[config.mk]
export PLATFORM = sky130hd
export DESIGN_NAME = bounded_deque_with_search
export DESIGN_NICKNAME = d
export VERILOG_FILES = /design/src/rtl/bdq_pkg.sv /design/src/rtl/bounded_deque_with_search.sv
export SDC_FILE = /design/constraint.sdc
export NUM_CORES = 1
export LEC_CHECK = 0
export BUFFER_PORTS_ARGS = -buffer_cell sky130_fd_sc_hd__buf_2
export CAP_MARGIN = 40
export CORE_AREA = 2 2 219 221
export CTS_BUF_LIST = sky130_fd_sc_hd__clkbuf_16
export CTS_CLUSTER_SIZE = 16
export DETAILED_ROUTE_END_ITERATION = 10
export DIE_AREA = 0 0 221 223
export PLACE_DENSITY_LB_ADDON = 0.15
export SLEW_MARGIN = 20
export SYNTH_ARGS = -nofsm -noshare
export SYNTH_HDL_FRONTEND = slang
export SYNTH_SLANG_ARGS = --single-unit
[constraint.sdc]
create_clock -name i_clk -period 8.65 [get_ports i_clk]
set_input_delay 1.73 -clock i_clk [delete_from_list [all_inputs] [get_ports i_clk]]
set_output_delay 1.73 -clock i_clk [all_outputs]
set_load 0.01 [all_outputs]
[src/rtl/bdq_pkg.sv]
// ----------------------------------------------------------------------------
// bdq_pkg: shared types and constants for the bounded deque
// Operation and status codes, the input and result word layouts, and the
// default ring depth.
// ----------------------------------------------------------------------------
package bdq_pkg;

    localparam int DEQ_DEPTH = 16;

    localparam logic [2:0] OP_PUSH_FRONT = 3'd0;
    localparam logic [2:0] OP_PUSH_BACK  = 3'd1;
    localparam logic [2:0] OP_POP_FRONT  = 3'd2;
    localparam logic [2:0] OP_POP_BACK   = 3'd3;
    localparam logic [2:0] OP_QUERY      = 3'd4;

    localparam logic [1:0] ST_OK    = 2'd0;
    localparam logic [1:0] ST_EMPTY = 2'd1;
    localparam logic [1:0] ST_FULL  = 2'd2;

    localparam logic signed [31:0] POP_EMPTY_VALUE = -32'sd1;

    typedef struct packed {
        logic [2:0]         operation;
        logic signed [31:0] value;
    } t_in_word;

    typedef struct packed {
        logic signed [31:0] popped_value;
        logic [1:0]         status;
        logic               found;
    } t_out_word;

endpackage

[src/rtl/bounded_deque_with_search.sv]
// ----------------------------------------------------------------------------
// bounded_deque_with_search: ring-buffer deque with a membership search
// Pushes and pops at either end of a DEPTH-entry ring memory, and answers
// whether a value is currently stored by scanning the occupied slots.
// ----------------------------------------------------------------------------
//
//  Channel   Direction  Handshake                  Word
//  -------   ---------  -------------------------  ----------------------
//  input     in         i_in_valid / o_in_ready    i_in_word  (t_in_word)
//  result    out        o_out_valid / i_out_ready  o_out_word (t_out_word)
//
// In a push or pop, the accept cycle issues the memory read, and S_EXEC then
// updates the pointers, writes the memory and loads the result once the output
// register is free. A query compares one entry per cycle through the single
// read port; on an empty queue it returns an all-zero result from S_EXEC.
// Reset (synchronous, active low) empties the queue; the ring memory itself
// is not cleared, since only slots that were written are ever read.
// The result sits in an output register, so a new word is accepted while the
// previous result waits; a finished item holds its state until that register
// is free.
// ----------------------------------------------------------------------------
module bounded_deque_with_search
    import bdq_pkg::*;
#(
    parameter int DEPTH = DEQ_DEPTH
) (
    input  logic      i_clk,
    input  logic      i_rst_n,
    input  logic      i_in_valid,
    output logic      o_in_ready,
    input  t_in_word  i_in_word,
    output logic      o_out_valid,
    input  logic      i_out_ready,
    output t_out_word o_out_word
);

    localparam int IW = (DEPTH > 1) ? $clog2(DEPTH) : 1;
    localparam int CW = $clog2(DEPTH + 1);
    localparam logic [IW:0]   DEPTH_W = (IW + 1)'(DEPTH);
    localparam logic [CW-1:0] DEPTH_C = CW'(DEPTH);
    localparam logic [IW-1:0] LAST_SLOT = IW'(DEPTH - 1);

    typedef enum logic [2:0] {
        S_IDLE = 3'b001,
        S_EXEC = 3'b010,
        S_SCAN = 3'b100
    } t_state;

    // Wrapped slot: base + off modulo DEPTH, both operands below DEPTH.
    function automatic logic [IW-1:0] f_slot(input logic [IW-1:0] base,
                                             input logic [IW-1:0] off);
        logic [IW:0] sum;
        sum = {1'b0, base} + {1'b0, off};
        if (sum >= DEPTH_W) begin
            sum = sum - DEPTH_W;
        end
        return sum[IW-1:0];
    endfunction

    t_state             r_state, n_state;
    logic [2:0]         r_op, n_op;
    logic signed [31:0] r_val, n_val;
    logic [IW-1:0]      r_front, n_front;
    logic [CW-1:0]      r_occ, n_occ;
    logic [IW-1:0]      r_scan_slot, n_scan_slot;
    logic [IW-1:0]      r_scan_cnt, n_scan_cnt;
    logic               r_out_valid, n_out_valid;
    t_out_word          r_out, n_out;

    // Ring memory with a registered read port.
    logic [31:0]        r_mem [DEPTH];
    logic [31:0]        r_rd;
    logic               mem_we, mem_re;
    logic [IW-1:0]      mem_waddr, mem_raddr;
    logic signed [31:0] mem_wdata;

    logic               in_fire, out_free, q_full, q_empty;
    logic               scan_match, scan_last;
    logic [CW-1:0]      occ_dec;
    logic [IW-1:0]      front_dec, scan_next;

    assign in_fire   = i_in_valid && o_in_ready;
    assign out_free  = !r_out_valid || i_out_ready;
    assign q_full    = (r_occ >= DEPTH_C);
    assign q_empty   = (r_occ == '0);
    assign occ_dec   = r_occ - CW'(1);
    assign front_dec = (r_front == '0) ? LAST_SLOT : r_front - IW'(1);
    assign scan_next = (r_scan_slot == LAST_SLOT) ? '0 : r_scan_slot + IW'(1);
    assign scan_match = ($signed(r_rd) == r_val);
    assign scan_last  = ((CW'(r_scan_cnt) + CW'(1)) == r_occ);

    assign o_in_ready  = (r_state == S_IDLE);
    assign o_out_valid = r_out_valid;
    assign o_out_word  = r_out;

    always_comb begin
        n_state     = r_state;
        n_op        = r_op;
        n_val       = r_val;
        n_front     = r_front;
        n_occ       = r_occ;
        n_scan_slot = r_scan_slot;
        n_scan_cnt  = r_scan_cnt;
        n_out_valid = r_out_valid && !i_out_ready;
        n_out       = r_out;
        mem_we      = 1'b0;
        mem_waddr   = r_front;
        mem_wdata   = r_val;
        mem_re      = 1'b0;
        mem_raddr   = r_front;

        unique case (r_state)
            S_IDLE: begin
                if (in_fire) begin
                    n_op    = i_in_word.operation;
                    n_val   = i_in_word.value;
                    n_state = S_EXEC;
                    unique case (i_in_word.operation)
                        OP_POP_FRONT: begin
                            mem_re    = 1'b1;
                            mem_raddr = r_front;
                        end
                        OP_POP_BACK: begin
                            mem_re    = 1'b1;
                            mem_raddr = f_slot(r_front, occ_dec[IW-1:0]);
                        end
                        OP_QUERY: begin
                            // Start the scan at the front slot.
                            mem_re      = 1'b1;
                            mem_raddr   = r_front;
                            n_scan_slot = r_front;
                            n_scan_cnt  = '0;
                            if (!q_empty) begin
                                n_state = S_SCAN;
                            end
                        end
                        default: begin
                        end
                    endcase
                end
            end

            S_EXEC: begin
                if (out_free) begin
                    n_out_valid        = 1'b1;
                    n_out.popped_value = '0;
                    n_out.status       = ST_OK;
                    n_out.found        = 1'b0;
                    n_state            = S_IDLE;
                    unique case (r_op)
                        OP_PUSH_FRONT: begin
                            if (q_full) begin
                                n_out.status = ST_FULL;
                            end else begin
                                mem_we    = 1'b1;
                                mem_waddr = front_dec;
                                n_front   = front_dec;
                                n_occ     = r_occ + CW'(1);
                            end
                        end
                        OP_PUSH_BACK: begin
                            if (q_full) begin
                                n_out.status = ST_FULL;
                            end else begin
                                mem_we    = 1'b1;
                                mem_waddr = f_slot(r_front, r_occ[IW-1:0]);
                                n_occ     = r_occ + CW'(1);
                            end
                        end
                        OP_POP_FRONT: begin
                            if (q_empty) begin
                                n_out.popped_value = POP_EMPTY_VALUE;
                                n_out.status       = ST_EMPTY;
                            end else begin
                                n_out.popped_value = $signed(r_rd);
                                n_front            = f_slot(r_front, IW'(1));
                                n_occ              = occ_dec;
                            end
                        end
                        OP_POP_BACK: begin
                            if (q_empty) begin
                                n_out.popped_value = POP_EMPTY_VALUE;
                                n_out.status       = ST_EMPTY;
                            end else begin
                                n_out.popped_value = $signed(r_rd);
                                n_occ              = occ_dec;
                            end
                        end
                        default: begin
                            // Query on an empty queue and unused codes: all zero.
                        end
                    endcase
                end
            end

            S_SCAN: begin
                if (scan_match || scan_last) begin
                    if (out_free) begin
                        n_out_valid        = 1'b1;
                        n_out.popped_value = '0;
                        n_out.status       = ST_OK;
                        n_out.found        = scan_match;
                        n_state            = S_IDLE;
                    end
                end else begin
                    mem_re      = 1'b1;
                    mem_raddr   = scan_next;
                    n_scan_slot = scan_next;
                    n_scan_cnt  = r_scan_cnt + IW'(1);
                end
            end

            default: begin
                n_state = S_IDLE;
            end
        endcase
    end

    always_ff @(posedge i_clk) begin
        if (!i_rst_n) begin
            r_state     <= S_IDLE;
            r_front     <= '0;
            r_occ       <= '0;
            r_out_valid <= 1'b0;
        end else begin
            r_state     <= n_state;
            r_front     <= n_front;
            r_occ       <= n_occ;
            r_out_valid <= n_out_valid;
        end
    end

    always_ff @(posedge i_clk) begin
        r_op        <= n_op;
        r_val       <= n_val;
        r_scan_slot <= n_scan_slot;
        r_scan_cnt  <= n_scan_cnt;
        r_out       <= n_out;
    end

    always_ff @(posedge i_clk) begin
        if (mem_we) begin
            r_mem[mem_waddr] <= mem_wdata;
        end
        if (mem_re) begin
            r_rd <= r_mem[mem_raddr];
        end
    end

endmodule

==> qor.yml <==
setup_path:
  critPathRequiredTime_ns: 9.14
  criticalPathCategory: "primary input to register"
  timing.rr.start: "mem_wdata[4]"
  arrival_ns: 5.47
  cp_max_fo: 155
  r2r-end: "r_rd[14]"
  r2r_setup_slack_ns: 3.79
  worstSetupEndpointType: "register"
  startpoint_type: "primary input"
  reg2reg_depth: 8
clock_tree:
  cts_resized: 0
  clockBufferDepth: 3
  cts_hold_buffers: 0
  htreeDepth: 2
  cts_buffers: 61
  cts_sinks: 635
  clk_pin_slew_ns: 0.06
  postCtsSetupBuffers: 0
  clk_latency_ns: 0.63
  cts_root_buf: "clkbuf_16"
  cts_tree: "yes"
sta:
  hold_violations: 0
  skew_ns: 0.01653
  tightest_slew_ns: 1.080
  max_freq_mhz: 201.0
  setup-violations-final: 0
  min_period_ns: 4.976
  drv_slew: 0
  holdWs_ns: 0.5588
  timing.final.crit_share_pct: 57.53
  rsz0062_at_grt: "false"
  setup_tns_ns: 0
  slew_headroom_pct: 28.00
synthesis:
  synth.area.top_cells: "edfxtp_1 (73%), nand2_1 (5.6%), a21oi_1 (2.8%)"
  ys_seq_area_share_pct: 74.16
  synth_flop_cell: "edfxtp_1"
  syn_area_mm2: 0.02554
  yosys_warnings: 0
  syn-num-nets: 1880
  synth_top_area_share_pct: 73.14
  synth_seq_cells: 635
  synth_cell_type_count: 64
  synth-edff-count: 622
  syn_inst: 1826
  yosysTopAreaCell: "edfxtp_1"
  avgSynthCellArea_um2: 13.99
  async_flop_share_pct: 0
min_path:
  worstHoldStart: "o_out_valid"
  min_to: "o_out_valid"
  hold_class: "register to register"
  hold_depth: 2
routing:
  routed_wl_um: 62280
  wl_per_cell_um: 24.43
  drc_errors: 0
  drt-initial-drc-count: 1582
  detail-route-antenna-nets: 0
  dr.pass1.iters: 5
  vias: 15500
  viasPerCell: 6.081
layout:
  num_antenna_cells: 0
  final_common_cell: "edfxtp_1"
  syn_to_final_growth_pct: 11.95
  fin_util_pct: 60.64
  final_cells: 2549
  layout_common_cells: "edfxtp_1 (622), nand2_1 (378), a21oi_1 (144)"
  drive_gt1_share_pct: 11.94
  fin_nets: 1939
grt:
  grt_pass1_wl_um: 92590
  grt_max_degree: 226
  grt_usage_pct: 25.11
  overflow: 0
  antenna_found_initial: 0
  first_global_vias: 14810
job:
  drv_cap: 0
placed_design:
  dp_cells: 2436
  hpwl_um: 30940
  port_buffers: 75
  routabilityCongestion: 0.7986
floorplan:
  start_util_pct: 54.17
  dieHeight_um: 223
  io_pins: 76
  dieArea_mm2: 0.04928
  fp.dieW_um: 221
  rows: 80
  fp.coreArea_mm2: 0.04715
pwr:
  power_per_cell_area_mw_per_mm2: 219.2
  finalPower_mw: 6.266
  leakagePower_nw: 9.552
  irDropWorstVdd_v: 0.0001777
status:
  status: "finished clean"
## state kept, by name, summed over array words and instances (netlist names)
register,cells
r_mem,512
o_out_word,35
mem_wdata,32
r_rd,32
r_occ,5
r_front,4
r_scan_cnt,4
r_scan_slot,4
r_op,3
r_state,3
o_out_valid,1
## metrics by stage
step / worst slack, ns / cell area, um2
finish: 3.674 / 28590
global route: 3.288 / 28590
CTS: 3.529 / 28570
floorplan: 3.800 / 25540
detailed placement: 2.866 / 26660
global placement: 2.960 / 26560
## worst max-delay path, stage by stage
cell      delay [ns]
buf_2           0.10
and4bb_2        0.70
and3_1          0.33
o21ai_1         0.12
a21oi_1         0.36
o211a_4         0.43
buf_12          0.29
buf_12          0.55
a21oi_1         0.15
a21boi_1        0.18
a211oi_1        0.23
a211o_1         0.15
## how the worst max path moves through the flow
stage | from | end | slack, ns
after floorplan | i_in_valid | r_rd[0] | 3.80
after global placement | i_in_valid | r_rd[14] | 2.96
after detailed placement | i_in_valid | r_rd[13] | 2.87
after CTS | i_in_valid | r_rd[13] | 3.53
after global routing | i_in_valid | r_rd[13] | 3.29
final | i_in_valid | r_rd[13] | 3.67
## kinds of logic (layout without fill, tap and decap cells)
logic type / Yosys count / after routing / synth area share [%]
AO/OA/AOI/OAI: 416 / 416 / 11.37
flip-flops: 635 / 635 / 74.16
buffers and inverters: 128 / 236 / 2.376
XOR/XNOR: 50 / 50 / 1.769
AND/OR/NAND/NOR: 577 / 577 / 9.338
multiplexers: 5 / 5 / 0.1960
adder cells (fa/ha/maj): 15 / 15 / 0.7937
## metal layers
| metal | wire length (um) | part of all wire [%] | global-route usage (%) |
|---|---|---|---|
| met1 | 26740 | 43 | 35.69 |
| met2 | 29540 | 47 | 40.40 |
| met3 | 4279 | 6.9 | 3.898 |
| met4 | 1714 | 2.8 | 7.686 |
| met5 | 0 | 0 | 0 |
## area by class of cell
type | instances | area [um2]
fillers | 3560 | 18550
well taps | 615 | 769.5
inverters | 14 | 52.55
flip-flops and latches | 635 | 18940
multi-input cells | 1063 | 6173
repair buffers | 110 | 743.2
clock inverters | 50 | 362.8
clock buffers | 62 | 1551
## where the power goes
| group | internal [mW] | switching [mW] | total (mW) |
|---|---|---|---|
| Sequential | 3.42 | 0.0576 | 3.48 |
| Clock | 1.44 | 1.12 | 2.56 |
| Combinational | 0.0785 | 0.150 | 0.228 |
| Total | 4.94 | 1.32 | 6.27 |
## Yosys cell counts (14+ instances only)
cell      count
edfxtp_1    622
nand2_1     379
a21oi_1     144
nor2_1      102
clkbuf_1     67
a32oi_1      63
nand3_1      38
xor2_1       36
a211oi_1     35
a31oi_1      34
a211o_1      31
a22o_1       31
a21boi_1     30
buf_2        29
inv_1        14
o21ai_0      14
No activity file was read; power rests on OpenSTA's default activity.
